--- src/rtl/asm_pkg.sv ---
// Shared types, phase codes, mux codes and helper functions for the ADC scan
// median accumulator. No dependencies; imported by every other file.
package asm_pkg;

	// Scan shape
	localparam logic [3:0] Channels          = 4'd7;
	localparam logic [5:0] SamplesPerChannel = 6'd16;

	// Command codes
	localparam logic [1:0] CMD_START = 2'd0;
	localparam logic [1:0] CMD_STOP  = 2'd1;
	localparam logic [1:0] CMD_CONV  = 2'd2;
	localparam logic [1:0] CMD_POLL  = 2'd3;

	// Phase codes
	localparam logic [2:0] PH_IDLE   = 3'd0;
	localparam logic [2:0] PH_START  = 3'd1;
	localparam logic [2:0] PH_S1     = 3'd2;
	localparam logic [2:0] PH_S2     = 3'd3;
	localparam logic [2:0] PH_S3     = 3'd4;
	localparam logic [2:0] PH_GROUND = 3'd5;
	localparam logic [2:0] PH_NEXT   = 3'd6;
	localparam logic [2:0] PH_DONE   = 3'd7;

	// Mux codes
	localparam logic [3:0] MUX_GROUND  = 4'hF;
	localparam logic [3:0] MUX_BANDGAP = 4'hE;

	typedef struct packed {
		logic [1:0] command;
		logic [9:0] sample;
	} cmd_t;

	typedef struct packed {
		logic [2:0]  phase;
		logic [3:0]  mux_code;
		logic        start_conversion;
		logic        sum_valid;
		logic [3:0]  sum_channel;
		logic [15:0] sum_value;
	} res_t;

	// Median of three samples
	function automatic logic [9:0] med3(input logic [9:0] a, input logic [9:0] b,
			input logic [9:0] c);
		logic [9:0] m;
		if (a <= b && a <= c) begin
			m = (b <= c) ? b : c;
		end else if (b <= a && b <= c) begin
			m = (a <= c) ? a : c;
		end else begin
			m = (a <= b) ? a : b;
		end
		return m;
	endfunction

	// Logical channel to analogue mux code
	function automatic logic [3:0] code_of(input logic [3:0] ch);
		logic [3:0] code;
		if (ch < 4'd4) begin
			code = ch;
		end else if (ch < 4'd6) begin
			code = ch + 4'd2;
		end else begin
			code = MUX_BANDGAP;
		end
		return code;
	endfunction

endpackage

--- src/rtl/asm_chan_if.sv ---
// Valid/ready channel interfaces for command beats and result beats.
// Depends on asm_pkg for the payload types.
interface asm_cmd_if;
	import asm_pkg::*;
	logic valid;
	logic ready;
	cmd_t data;
	modport source (output valid, output data, input ready);
	modport sink (input valid, input data, output ready);
endinterface

interface asm_res_if;
	import asm_pkg::*;
	logic valid;
	logic ready;
	res_t data;
	modport source (output valid, output data, input ready);
	modport sink (input valid, input data, output ready);
endinterface

--- src/rtl/asm_core.sv ---
// Scan sequencer state and single-step rule: computes the result of one command
// beat and updates the state when the beat is accepted. Depends on asm_pkg.
module asm_core import asm_pkg::*; (
	input  logic clk,
	input  logic arst_n,
	input  logic accept,
	input  cmd_t cmd_data,
	output res_t res_data
);

	logic [2:0]  phase_q;
	logic [3:0]  channel_q;
	logic [5:0]  repeat_q;
	logic [9:0]  first_q;
	logic [9:0]  second_q;
	logic [15:0] sum_q;
	logic [3:0]  mux_q;

	logic [2:0]  phase_d;
	logic [3:0]  channel_d;
	logic [5:0]  repeat_d;
	logic [9:0]  first_d;
	logic [9:0]  second_d;
	logic [15:0] sum_d;
	logic [3:0]  mux_d;
	logic        conv;
	logic        done;
	logic [15:0] sum_add;
	logic [5:0]  repeat_inc;
	logic [3:0]  channel_inc;

	assign sum_add     = sum_q + {6'd0, med3(first_q, second_q, cmd_data.sample)};
	assign repeat_inc  = repeat_q + 6'd1;
	assign channel_inc = channel_q + 4'd1;

	// Next state for one command beat
	always_comb begin
		phase_d   = phase_q;
		channel_d = channel_q;
		repeat_d  = repeat_q;
		first_d   = first_q;
		second_d  = second_q;
		sum_d     = sum_q;
		mux_d     = mux_q;
		conv      = 1'b0;
		done      = 1'b0;
		case (cmd_data.command)
			CMD_START: begin
				phase_d = PH_START;
			end
			CMD_STOP: begin
				phase_d = PH_IDLE;
			end
			CMD_CONV: begin
				if (phase_q == PH_S1) begin
					first_d = cmd_data.sample;
					conv    = 1'b1;
					phase_d = PH_S2;
				end else if (phase_q == PH_S2) begin
					second_d = cmd_data.sample;
					conv     = 1'b1;
					phase_d  = PH_S3;
				end else if (phase_q == PH_S3) begin
					sum_d = sum_add;
					if (repeat_inc >= SamplesPerChannel) begin
						repeat_d = 6'd0;
						done     = 1'b1;
						if (channel_inc >= Channels) begin
							channel_d = 4'd0;
							phase_d   = PH_DONE;
						end else begin
							channel_d = channel_inc;
							mux_d     = MUX_GROUND;
							phase_d   = PH_GROUND;
						end
					end else begin
						repeat_d = repeat_inc;
						conv     = 1'b1;
						phase_d  = PH_S1;
					end
				end
			end
			default: begin
				// poll
				if (phase_q == PH_START) begin
					channel_d = 4'd0;
					repeat_d  = 6'd0;
					mux_d     = 4'd0;
					sum_d     = 16'd0;
					phase_d   = PH_S1;
					conv      = 1'b1;
				end else if (phase_q == PH_GROUND || phase_q == PH_NEXT) begin
					mux_d   = code_of(channel_q);
					sum_d   = 16'd0;
					phase_d = PH_S1;
					conv    = 1'b1;
				end
			end
		endcase
	end

	// Result fields show the state after the step
	always_comb begin
		res_data.phase            = phase_d;
		res_data.mux_code         = mux_d;
		res_data.start_conversion = conv;
		res_data.sum_valid        = done;
		res_data.sum_channel      = done ? channel_q : 4'd0;
		res_data.sum_value        = done ? sum_add : 16'd0;
	end

	// Advance state on an accepted beat
	always_ff @(posedge clk or negedge arst_n) begin
		if (!arst_n) begin
			phase_q   <= PH_IDLE;
			channel_q <= 4'd0;
			repeat_q  <= 6'd0;
			first_q   <= 10'd0;
			second_q  <= 10'd0;
			sum_q     <= 16'd0;
			mux_q     <= 4'd0;
		end else if (accept) begin
			phase_q   <= phase_d;
			channel_q <= channel_d;
			repeat_q  <= repeat_d;
			first_q   <= first_d;
			second_q  <= second_d;
			sum_q     <= sum_d;
			mux_q     <= mux_d;
		end
	end

endmodule

--- src/rtl/asm_out_buf.sv ---
// Output register with a skid stage: holds result beats while the receiver
// stalls so that the command side keeps moving. Depends on asm_pkg.
module asm_out_buf import asm_pkg::*; (
	input  logic clk,
	input  logic arst_n,
	input  logic push,
	input  res_t push_data,
	output logic space,
	output logic out_valid,
	input  logic out_ready,
	output res_t out_data
);

	logic valid_q;
	logic skid_valid_q;
	res_t data_q;
	res_t skid_q;
	logic drain;

	assign space     = !skid_valid_q;
	assign out_valid = valid_q;
	assign out_data  = data_q;
	assign drain     = !valid_q || out_ready;

	// Track occupancy of output and skid registers
	always_ff @(posedge clk or negedge arst_n) begin
		if (!arst_n) begin
			valid_q      <= 1'b0;
			skid_valid_q <= 1'b0;
		end else if (drain) begin
			if (skid_valid_q) begin
				valid_q      <= 1'b1;
				skid_valid_q <= 1'b0;
			end else begin
				valid_q <= push;
			end
		end else if (push) begin
			skid_valid_q <= 1'b1;
		end
	end

	// Move payloads
	always_ff @(posedge clk) begin
		if (drain) begin
			data_q <= skid_valid_q ? skid_q : push_data;
		end else if (push) begin
			skid_q <= push_data;
		end
	end

endmodule

--- src/rtl/adc_scan_median_accumulator_unit.sv ---
// ADC scan median accumulator top level: command channel in, result channel out.
// Depends on asm_pkg, asm_chan_if, asm_core and asm_out_buf.
//
// Usage:
//   cmd carries one command beat (command, sample): start, stop, conversion
//   done with a 10-bit sample, or poll. Every accepted command beat yields
//   exactly one result beat on res: phase, mux_code, start_conversion and,
//   when a channel has finished its repeats, sum_valid with the channel index
//   and its 16-bit wrapping sum of medians.
//   An accepted beat's result is registered in the output register or, while
//   res stalls, in the skid stage. Throughput: one beat per cycle while the
//   skid is empty; the step rule sits between the state and output registers.
//   Stall: when res is not taken, the output register holds its beat and a
//   one-entry skid stage takes the next one; cmd.ready drops only while the
//   skid stage is occupied, and rises again as soon as res drains.
//   Reset: arst_n clears the sequencer to idle with channel, repeat count,
//   samples, sum and mux code at zero, and empties both output stages.
module adc_scan_median_accumulator_unit import asm_pkg::*; (
	input logic clk,
	input logic arst_n,
	asm_cmd_if.sink cmd,
	asm_res_if.source res
);

	logic accept;
	logic space;
	res_t step_res;

	assign cmd.ready = space;
	assign accept    = cmd.valid && space;

	// Step rule and sequencer state
	asm_core u_core (
		.clk      (clk),
		.arst_n   (arst_n),
		.accept   (accept),
		.cmd_data (cmd.data),
		.res_data (step_res)
	);

	// Result register and skid stage
	asm_out_buf u_out (
		.clk       (clk),
		.arst_n    (arst_n),
		.push      (accept),
		.push_data (step_res),
		.space     (space),
		.out_valid (res.valid),
		.out_ready (res.ready),
		.out_data  (res.data)
	);

endmodule

--- src/flat_wrapper.sv ---
// flat-port wrapper written by rule: the top's interface ports become plain ports
module adc_scan_median_accumulator_unit_flat import asm_pkg::*;
  (clk, arst_n, cmd_valid, cmd_data, cmd_ready, res_valid, res_data, res_ready);
  asm_cmd_if cmd_i ();
  asm_res_if res_i ();
  input logic clk;
  input logic arst_n;
  input wire logic [$bits(cmd_i.valid)-1:0] cmd_valid;
  input wire logic [$bits(cmd_i.data)-1:0] cmd_data;
  output wire logic [$bits(cmd_i.ready)-1:0] cmd_ready;
  output wire logic [$bits(res_i.valid)-1:0] res_valid;
  output wire logic [$bits(res_i.data)-1:0] res_data;
  input wire logic [$bits(res_i.ready)-1:0] res_ready;
  assign cmd_i.valid = cmd_valid;
  assign cmd_i.data = cmd_data;
  assign cmd_ready = cmd_i.ready;
  assign res_valid = res_i.valid;
  assign res_data = res_i.data;
  assign res_i.ready = res_ready;
  adc_scan_median_accumulator_unit u_core (.clk(clk), .arst_n(arst_n), .cmd(cmd_i), .res(res_i));
endmodule
--- config.mk ---
export PLATFORM = sky130hd
export DESIGN_NAME = adc_scan_median_accumulator_unit_flat
export DESIGN_NICKNAME = d
export VERILOG_FILES = /design/src/rtl/asm_pkg.sv /design/src/rtl/asm_chan_if.sv /design/src/rtl/asm_core.sv /design/src/rtl/asm_out_buf.sv /design/src/rtl/adc_scan_median_accumulator_unit.sv /design/src/flat_wrapper.sv
export SDC_FILE = /design/constraint.sdc
export NUM_CORES = 1
export LEC_CHECK = 0
export ABC_AREA = 1
export BUFFER_PORTS_ARGS = -buffer_cell sky130_fd_sc_hd__clkbuf_2
export CAP_MARGIN = 20
export CORE_MARGIN = 2
export CORE_UTILIZATION = 35
export DETAILED_ROUTE_END_ITERATION = 10
export GPL_ROUTABILITY_DRIVEN = 0
export HOLD_SLACK_MARGIN = 0.15
export PLACE_DENSITY_LB_ADDON = 0.2
export SLEW_MARGIN = 10
export SYNTH_ARGS = -nofsm -noshare
export SYNTH_HDL_FRONTEND = slang
export SYNTH_SLANG_ARGS = --single-unit
--- constraint.sdc ---
create_clock -name clk -period 6.5 [get_ports clk]
set_input_delay 0.975 -clock clk [delete_from_list [all_inputs] [get_ports clk]]
set_output_delay 0.975 -clock clk [all_outputs]
set_load 0.05 [all_outputs]
==> out/results.txt, run 1 <==
starting density of the core: 0.360
crit path max-delay cell type: nand4_1
final setup TNS: 0 ns
Slew Viols, Final: 0
Post CTS Setup Buffer Count: 0
# DRC: 0
Synth Instances: 857
CTS clk-pin slew, worst paths: 0.06 ns
DP Area: 7270 um^2
GRT Util Overall: 0.166
Vias/cell: 4.72
n_diodes: 0
synthesized area: 6790 um^2
WL final: 15900 um
Max Cap Violations: 0
Hold WS: 0.490 ns
first-pass GRT wire length: 26500 um
drt pass-1 iters: 5
Post-synth EDFFs: 58
Post-Route Utilization: 0.415
max frequency: 207 MHz
Finished Layout Cells: 1175
die height: 143 um
Worst Path Required: 6.67 ns
CTS Buffer Depth: 2
crit-path max FO: 22
syn nets: 918
grt total ovfl: 0
Placement Setup Slack: 1.38 ns
syn avg cell area: 7.93 um^2
unrepaired setup endpoints after global routing: no
Crit path top cell by count: nand2_1
Cells after DPL: 1143
H-tree depth: 4
Port Buf Inserts: 46
VDD IR-drop max: 258 uV
TritonCTS clock tree: built
worst skew pair latency: 0.42 ns
FILL cells: 1987
DP Wirelength: 11400 um
synth unique cells: 39
Multi-input gate area: 3220 um^2
drt first-iter violations: 341
skew final: 0.0117 ns
Seq/Total Area, Yosys: 0.459
number of hold buffers added after CTS: 0
worst-margin pin slew: 0.805 ns
Final period util: 0.745
ys flop type: edfxtp_1
Post-layout nets: 963
routed len/inst: 13.5 um
Syn. warnings: 0
Register Area: 3120 um^2
Routed Antenna Nets: 0
crit-path leading delay family: simple AND/OR/NAND/NOR gates
status: complete, no violations
largest net degree at the start of global routing: 56
CP cell instances: inv_1 > ha_1 > nand2_1 > nor2_2 > nand3b_1 > nand4_1 > nand2_1 > a21oi_1 > o21ai_0 > nand2_1 > ha_1 > a21oi_1 > a21boi_0 > nand3_1 > xor2_1 > o21ai_1
io pins: 47
Via Count: 5545
max incr delay on CP: 0.58 ns
final hold viol count: 0
FF+latch count, synth: 113
total CTS buffers: 17
Core ar.: 18900 um^2
post-synth top area share: 0.256
Post-synth ARST share: 0.487
count leader, synth: nand2_1
class of the worst hold path: flop to flop
Final WS setup: 1.66 ns
CTS root buf: clkbuf_16
cell row count: 50
power density over cell area: 446 nW/um^2
design area: 7840 um^2
Critical Path End Type: flop
dominant cell type by area after synthesis: edfxtp_1
Setup violations, final: 0
Rel. slew slack: 0.462
Die Wd: 143 um
CP Launch Type: flop
Total Power: 3.50 mW
Leak: 3.82 nW
synth cell count leaders: 307 x nand2_1, 83 x inv_1, 58 x edfxtp_1, 58 x nand3_1, 55 x dfrtp_1
CP bufs+invs: 1
die area: 20500 um^2
largest cells by area after synthesis: edfxtp_1 26%, dfrtp_1 20%, nand2_1 17%
Worst EP arrival: 5.01 ns
critical path class: flop to flop
fin crit period: 4.84 ns
Post-CTS Resized: 0
vias in the first global route: 5119
area grow syn2layout: 15.5%
initial antenna violation count: 0
Sink Count: 113
fraction of layout cells with a size suffix above 1: 0.123
## registers in the layout, summed over array words and instances (netlist names)
name                       flops
u_core.u_core.first_q         10
u_core.u_core.phase_q          3
u_core.u_core.repeat_q         6
u_core.u_out.out_valid         1
u_core.u_out.skid_valid_q      1
u_core.u_core.sum_q           16
u_core.u_out.skid_q           29
u_core.u_out.out_data         29
u_core.u_core.channel_q        4
u_core.u_core.mux_q            4
u_core.u_core.second_q        10
## metal layers
metal	track usage	vias up	part of all wire
met5	0	-	0
met4	0.0609	0	0.018
met3	0.0357	18	0.035
met2	0.253	122	0.44
met1	0.233	2489	0.51
li1	-	2916	-
## power breakdown
group | switching, mW | internal (mW) | total, mW
Combinational | 1.12 | 0.502 | 1.62
Clock | 0.371 | 0.536 | 0.907
Sequential | 0.100 | 0.871 | 0.972
Total | 1.59 | 1.91 | 3.50
## cell usage in the layout (no fill, tap or decap), types with 6 or more instances in the layout
| cell | count |
|---|---|
| a21oi_1 | 29 |
| nand3_1 | 58 |
| nand4_1 | 13 |
| o21ai_1 | 12 |
| o21ai_0 | 50 |
| xor2_1 | 7 |
| nand2_1 | 307 |
| clkbuf_16 | 17 |
| dfrtp_1 | 55 |
| inv_2 | 9 |
| ha_1 | 44 |
| clkbuf_2 | 46 |
| nor3_1 | 6 |
| inv_1 | 83 |
| edfxtp_1 | 58 |
| nor2_1 | 52 |
## cells by family (layout without fill, tap and decap cells)
group,after synthesis,after routing,synth area share
mux,1,1,0.00166
flops,113,113,0.459
buf+inv,117,175,0.0680
compound gates,118,118,0.0980
simple gates,454,454,0.278
fa+ha+maj,45,45,0.0840
xor+xnor,9,9,0.0116
## area by class of cell
class,instances,share of cell area
multi-input combinational,627,0.410
timing repair buffer,50,0.0332
inverter,93,0.0448
sequential,113,0.398
clock inverter,15,0.0188
tap,260,0.0415
clock buffer,17,0.0542
## final timing paths
check / depth (start not counted) / slack (ns) / endpoint / from
worst max-delay path: 16 / 1.66 / u_core.u_out.out_data[10] / u_core.u_core.first_q[9]
worst max register to register: 16 / 1.66 / u_core.u_out.out_data[10] / u_core.u_core.first_q[9]
max in group asynchronous: 2 / 5.28 / u_core.u_core.second_q[2] / arst_n
min in group asynchronous: 2 / 0.71 / u_core.u_core.mux_q[0] / arst_n
worst min register to register: 2 / 0.49 / u_core.u_core.mux_q[0] / u_core.u_core.mux_q[0]
worst min-delay path: 2 / 0.49 / u_core.u_core.mux_q[0] / u_core.u_core.mux_q[0]
## worst register-to-register path, stage by stage, from the launching register on
cell and delay (ns):
dfrtp_1 0.43, inv_1 0.11, ha_1 0.30, nand2_1 0.07, nor2_2 0.24, nand3b_1 0.43, nand4_1 0.58, nand2_1 0.55
a21oi_1 0.27, o21ai_0 0.14, nand2_1 0.14, ha_1 0.29, a21oi_1 0.17, a21boi_0 0.22, nand3_1 0.24, xor2_1 0.29
o21ai_1 0.10
Note: power is estimated with default switching activity, not from simulation.
==> run 2: changes to the inputs <==
- clock period: 6.5 -> 4.84 ns (I/O delays scaled with it)
==> run 2 against run 1 <==
- sequential cell count did not move
- critical endpoint unchanged
- non-clock buffer count up 6
- first-iteration DRC count shrank 13%
==> out/results.txt, run 2 (synthesis gave the netlist of run 1 again) <==
status: complete, no violations
Vias/cell: 4.70
routed len/inst: 13.5 um
largest net degree at the start of global routing: 56
unrepaired setup endpoints after global routing: no
vias in the first global route: 5292
critical path class: flop to flop
fraction of layout cells with a size suffix above 1: 0.129
commonest cells after routing, fill and taps aside: 307 x nand2_1, 83 x inv_1, 58 x nand3_1, 58 x edfxtp_1, 55 x dfrtp_1
Worst Path Required: 5.01 ns
CTS root buf: clkbuf_16
Rel. slew slack: 0.485
CP Launch Type: flop
max frequency: 241 MHz
Via Count: 5550
worst skew pair latency: 0.42 ns
crit path max-delay cell type: dfrtp_1
DP Wirelength: 11500 um
VDD IR-drop max: 287 uV
H-tree depth: 4
n_diodes: 0
Routed Antenna Nets: 0
Post-layout nets: 969
Met3 Wirelength: 615 um
cell row count: 50
worst-margin pin slew: 0.771 ns
Core ar.: 18900 um^2
Die Wd: 143 um
Final period util: 0.856
drt pass-1 iters: 5
skew final: 0.00970 ns
Post-CTS Resized: 0
Max Cap Violations: 0
total CTS buffers: 17
Critical Path End Type: flop
GRT Util Overall: 0.168
die height: 143 um
Port Buf Inserts: 46
crit-path max FO: 12
Setup violations, final: 0
io pins: 47
final hold viol count: 0
FILL cells: 1979
wl on met1: 8140 um
Slew Viols, Final: 0
starting density of the core: 0.360
area grow syn2layout: 16.1%
final setup TNS: 0 ns
reg-to-reg setup timing slack: 0.70 ns
Leak: 3.85 nW
CTS Buffer Depth: 2
CTS clk-pin slew, worst paths: 0.06 ns
# DRC: 0
Post CTS Setup Buffer Count: 0
first-pass GRT wire length: 27000 um
drt first-iter violations: 297
Worst EP arrival: 4.31 ns
WL final: 16000 um
max incr delay on CP: 0.45 ns
commonest non-fill, non-tap cell in the layout: nand2_1
Sink Count: 113
grt total ovfl: 0
wire length on met2: 7040 um
die area: 20500 um^2
CP startpoint: u_core.u_core.second_q[9]
class of the worst hold path: primary input to asynchronous set/reset pin
Crit path top cell by count: nand2_1
CP bufs+invs: 1
initial antenna violation count: 0
crit-path leading delay family: simple AND/OR/NAND/NOR gates
reg-to-reg startpoint: u_core.u_core.second_q[9]
top routing layer used: met4
fin crit period: 4.14 ns
Post-Route Utilization: 0.418
CP cell instances: ha_1 > nand2_1 > nor2_2 > nand3b_1 > nand2_1 > nand2_1 > inv_1 > nand2_1 > nand3_1 > nand2_1 > ha_1 > a21oi_1 > a21boi_0 > nand3_1 > xor2_1 > o21ai_1
number of hold buffers added after CTS: 0
TritonCTS clock tree: built
power density over cell area: 602 nW/um^2
==> run 2: cell types whose count changed in the layout (fill, tap and decap cells not counted) <==
cell / before / now
buf_4: 4 / 10
clkinv_4: 3 / 2
inv_6: 5 / 6
==> run 2: power by group <==
group	internal, mW	switching, mW	total, mW
Clock	0.720	0.500	1.22
Combinational	0.723	1.50	2.22
Sequential	1.17	0.138	1.31
==> run 2: through the flow <==
| step | std cells | setup WS, ns | hold slack (ns) | power (mW) | cell area (um^2) |
|---|---|---|---|---|---|
| floorplan | 857 | 1.32 | 0.430 | 2.98 | 6790 |
| global placement | 1149 | 0.666 | 0.468 | 3.53 | 7320 |
| detailed placement | 1149 | 0.618 | 0.471 | 3.54 | 7320 |
| CTS | 1181 | 0.733 | 0.485 | 4.78 | 7890 |
| global route | 1181 | 0.273 | 0.518 | 5.17 | 7890 |
| finish | 1181 | 0.697 | 0.457 | 4.75 | 7890 |
==> run 2: area by class of cell <==
cell class              count  area [um^2]  area share
clock buffers              17          425      0.0539
clock inverters            15          148      0.0187
inverters                  93          352      0.0446
multi-input cells         627         3220       0.408
flip-flops and latches    113         3120       0.395
well taps                 260          325      0.0412
repair buffers             56          305      0.0387
==> run 2: worst paths after layout <==
kind / endpoint / depth (start not counted)
min reg2reg: u_core.u_core.mux_q[0] / 2
min in group clk: u_core.u_core.mux_q[0] / 2
max: u_core.u_out.out_data[10] / 16
min: u_core.u_core.mux_q[2] / 2
max reg2reg: u_core.u_out.out_data[10] / 16
max in group asynchronous: u_core.u_core.sum_q[8] / 2
==> run 2: layer usage <==
layer	GRT usage	vias to the layer above
met5	0	-
met4	0.0418	0
met3	0.0373	18
met2	0.267	108
met1	0.235	2499
li1	-	2925
==> run 3: changes to the inputs <==
- ABC_AREA: 1 -> unset
==> run 3 against run 2 <==
- worst setup slack got worse by 0.43 ns
- critical endpoint is now u_core.u_out.out_data[14]
- hold slack improved by 0.011 ns
- die area fell by 6.4%
- largest power group unchanged
- sequential power fell by 7%
==> out/results.txt, run 3 <==
unrepaired setup endpoints after global routing: no
final hold viol count: 0
worst skew pair latency: 0.41 ns
Finished Layout Cells: 906
ys flop type: edfxtp_1
Routed Antenna Nets: 0
largest cells by area after synthesis: edfxtp_1 27%, dfrtp_1 22%, ha_1 8.7%
Post-layout nets: 726
grt total ovfl: 0
DP Area: 6940 um^2
CTS root buf: clkbuf_16
Core ar.: 17900 um^2
area grow syn2layout: 19.0%
DP Wirelength: 10200 um
routed len/inst: 15.7 um
Critical Path End Type: flop
VDD IR-drop max: 267 uV
io pins: 47
FF+latch count, synth: 113
first-pass GRT wire length: 23500 um
GRT Util Overall: 0.153
commonest non-fill, non-tap cell in the layout: nand2_1
class of the worst hold path: primary input to asynchronous set/reset pin
Post-Route Utilization: 0.422
Rel. slew slack: 0.324
synthesized area: 6350 um^2
cell row count: 49
Hold WS: 0.468 ns
fin crit period: 4.57 ns
die height: 139 um
Die Wd: 139 um
Worst Path Required: 4.96 ns
Syn. warnings: 0
synth unique cells: 57
synth cell count leaders: 68 x nand2_1, 58 x edfxtp_1, 55 x dfrtp_1
H-tree depth: 4
Slew Viols, Final: 0
Sink Count: 113
Final period util: 0.945
drt first-iter violations: 307
Multi-input gate area: 3020 um^2
drt pass-1 iters: 4
Setup violations, final: 0
post-synth top area share: 0.274
Max Cap Violations: 0
vias in the first global route: 4597
WL final: 14300 um
Total Power: 4.13 mW
FF-to-FF End: u_core.u_out.out_data[14]
Seq/Total Area, Yosys: 0.491
largest net degree at the start of global routing: 56
dominant cell type by area after synthesis: edfxtp_1
status: complete, no violations
design area: 7560 um^2
critical path class: flop to flop
fraction of layout cells with a size suffix above 1: 0.208
Vias/cell: 5.18
max frequency: 219 MHz
number of hold buffers added after CTS: 0
Register Area: 3120 um^2
n_diodes: 0
Leak: 3.33 nW
reg2reg path depth: 18
Final WS setup: 0.265 ns
syn avg cell area: 10.5 um^2
Placement Setup Slack: -0.119 ns
Post-synth ARST share: 0.487
reg-to-reg setup timing slack: 0.27 ns
FILL cells: 1730
CTS Buffer Depth: 2
Via Count: 4693
final setup TNS: 0 ns
# DRC: 0
CP Launch Type: flop
count leader, synth: nand2_1
Worst EP arrival: 4.70 ns
total CTS buffers: 17
power density over cell area: 547 nW/um^2
reg-to-reg startpoint: u_core.u_core.first_q[3]
TritonCTS clock tree: built
starting density of the core: 0.355
Cells after DPL: 873
Port Buf Inserts: 46
syn nets: 663
Synth Instances: 602
skew final: 0.00776 ns
CTS clk-pin slew, worst paths: 0.05 ns
worst-margin pin slew: 1.01 ns
die area: 19200 um^2
initial antenna violation count: 0
crit-path max FO: 5
commonest cells after routing, fill and taps aside: 68 x nand2_1, 58 x edfxtp_1, 55 x dfrtp_1, 46 x clkbuf_2, 44 x ha_1
Post-synth EDFFs: 58
## run 3: worst max-delay path by stage
| stage | start | endpoint | slack, ns | cells after the start |
|---|---|---|---|---|
| after floorplan | cmd_data[8] | u_core.u_out.out_data[7] | 0.39 | 17 |
| after global placement | cmd_data[7] | u_core.u_out.out_data[14] | 0.005 | 20 |
| after detailed placement | cmd_data[7] | u_core.u_out.out_data[12] | -0.12 | 20 |
| after CTS | u_core.u_core.first_q[3] | u_core.u_out.out_data[12] | 0.19 | 18 |
| after global routing | u_core.u_core.first_q[3] | u_core.u_out.out_data[14] | 0.002 | 19 |
| final | u_core.u_core.first_q[3] | u_core.u_out.out_data[14] | 0.27 | 18 |
## run 3: cell type report
cell class                 instances  share of cell area
clock inverter                    14              0.0220
multi-input combinational        429               0.400
clock buffer                      17              0.0563
tap                              229              0.0379
sequential                       113               0.413
inverter                          33              0.0164
timing repair buffer              71              0.0553
## run 3: layer usage
metal | share of wire | up-vias | GRT usage
met3 | 0.046 | 12 | 0.0352
met5 | 0 | - | 0
met2 | 0.46 | 90 | 0.238
met4 | 0.011 | 0 | 0.0564
li1 | - | 2340 | -
met1 | 0.48 | 2251 | 0.209
## run 3: repair_timing
item,in CTS,in global routing
endpoints found under the setup margin,0,9
buffers inserted,0,2
resized for setup,0,3
## run 3: logic make-up (layout without fill, tap and decap cells)
logic type	after synthesis	after routing	synth area share
AND/OR/NAND/NOR	176	176	0.131
AO/OA/AOI/OAI	167	167	0.184
flip-flops	113	113	0.491
buffers and inverters	60	135	0.0382
adder cells (fa/ha/maj)	45	45	0.0899
multiplexers	23	23	0.0408
XOR/XNOR	18	18	0.0248
## run 3: worst max-delay path, stage by stage (launching register included)
cell	delay (ns)
dfrtp_1	0.39
inv_1	0.06
ha_1	0.30
a21o_1	0.18
a21o_1	0.17
a221o_1	0.35
a21oi_1	0.18
a21oi_1	0.08
a311o_2	0.41
buf_4	0.17
o221a_1	0.25
ha_1	0.30
nor2b_1	0.15
o2111ai_1	0.33
a31oi_2	0.18
a31o_2	0.32
nand2_1	0.10
xor2_1	0.24
o31ai_1	0.10
## run 3: power by group
part	total, mW	switching [mW]	internal, mW
sequential	1.22	0.0923	1.13
clock	1.27	0.464	0.804
combinational	1.64	0.941	0.700
total	4.13	1.50	2.63
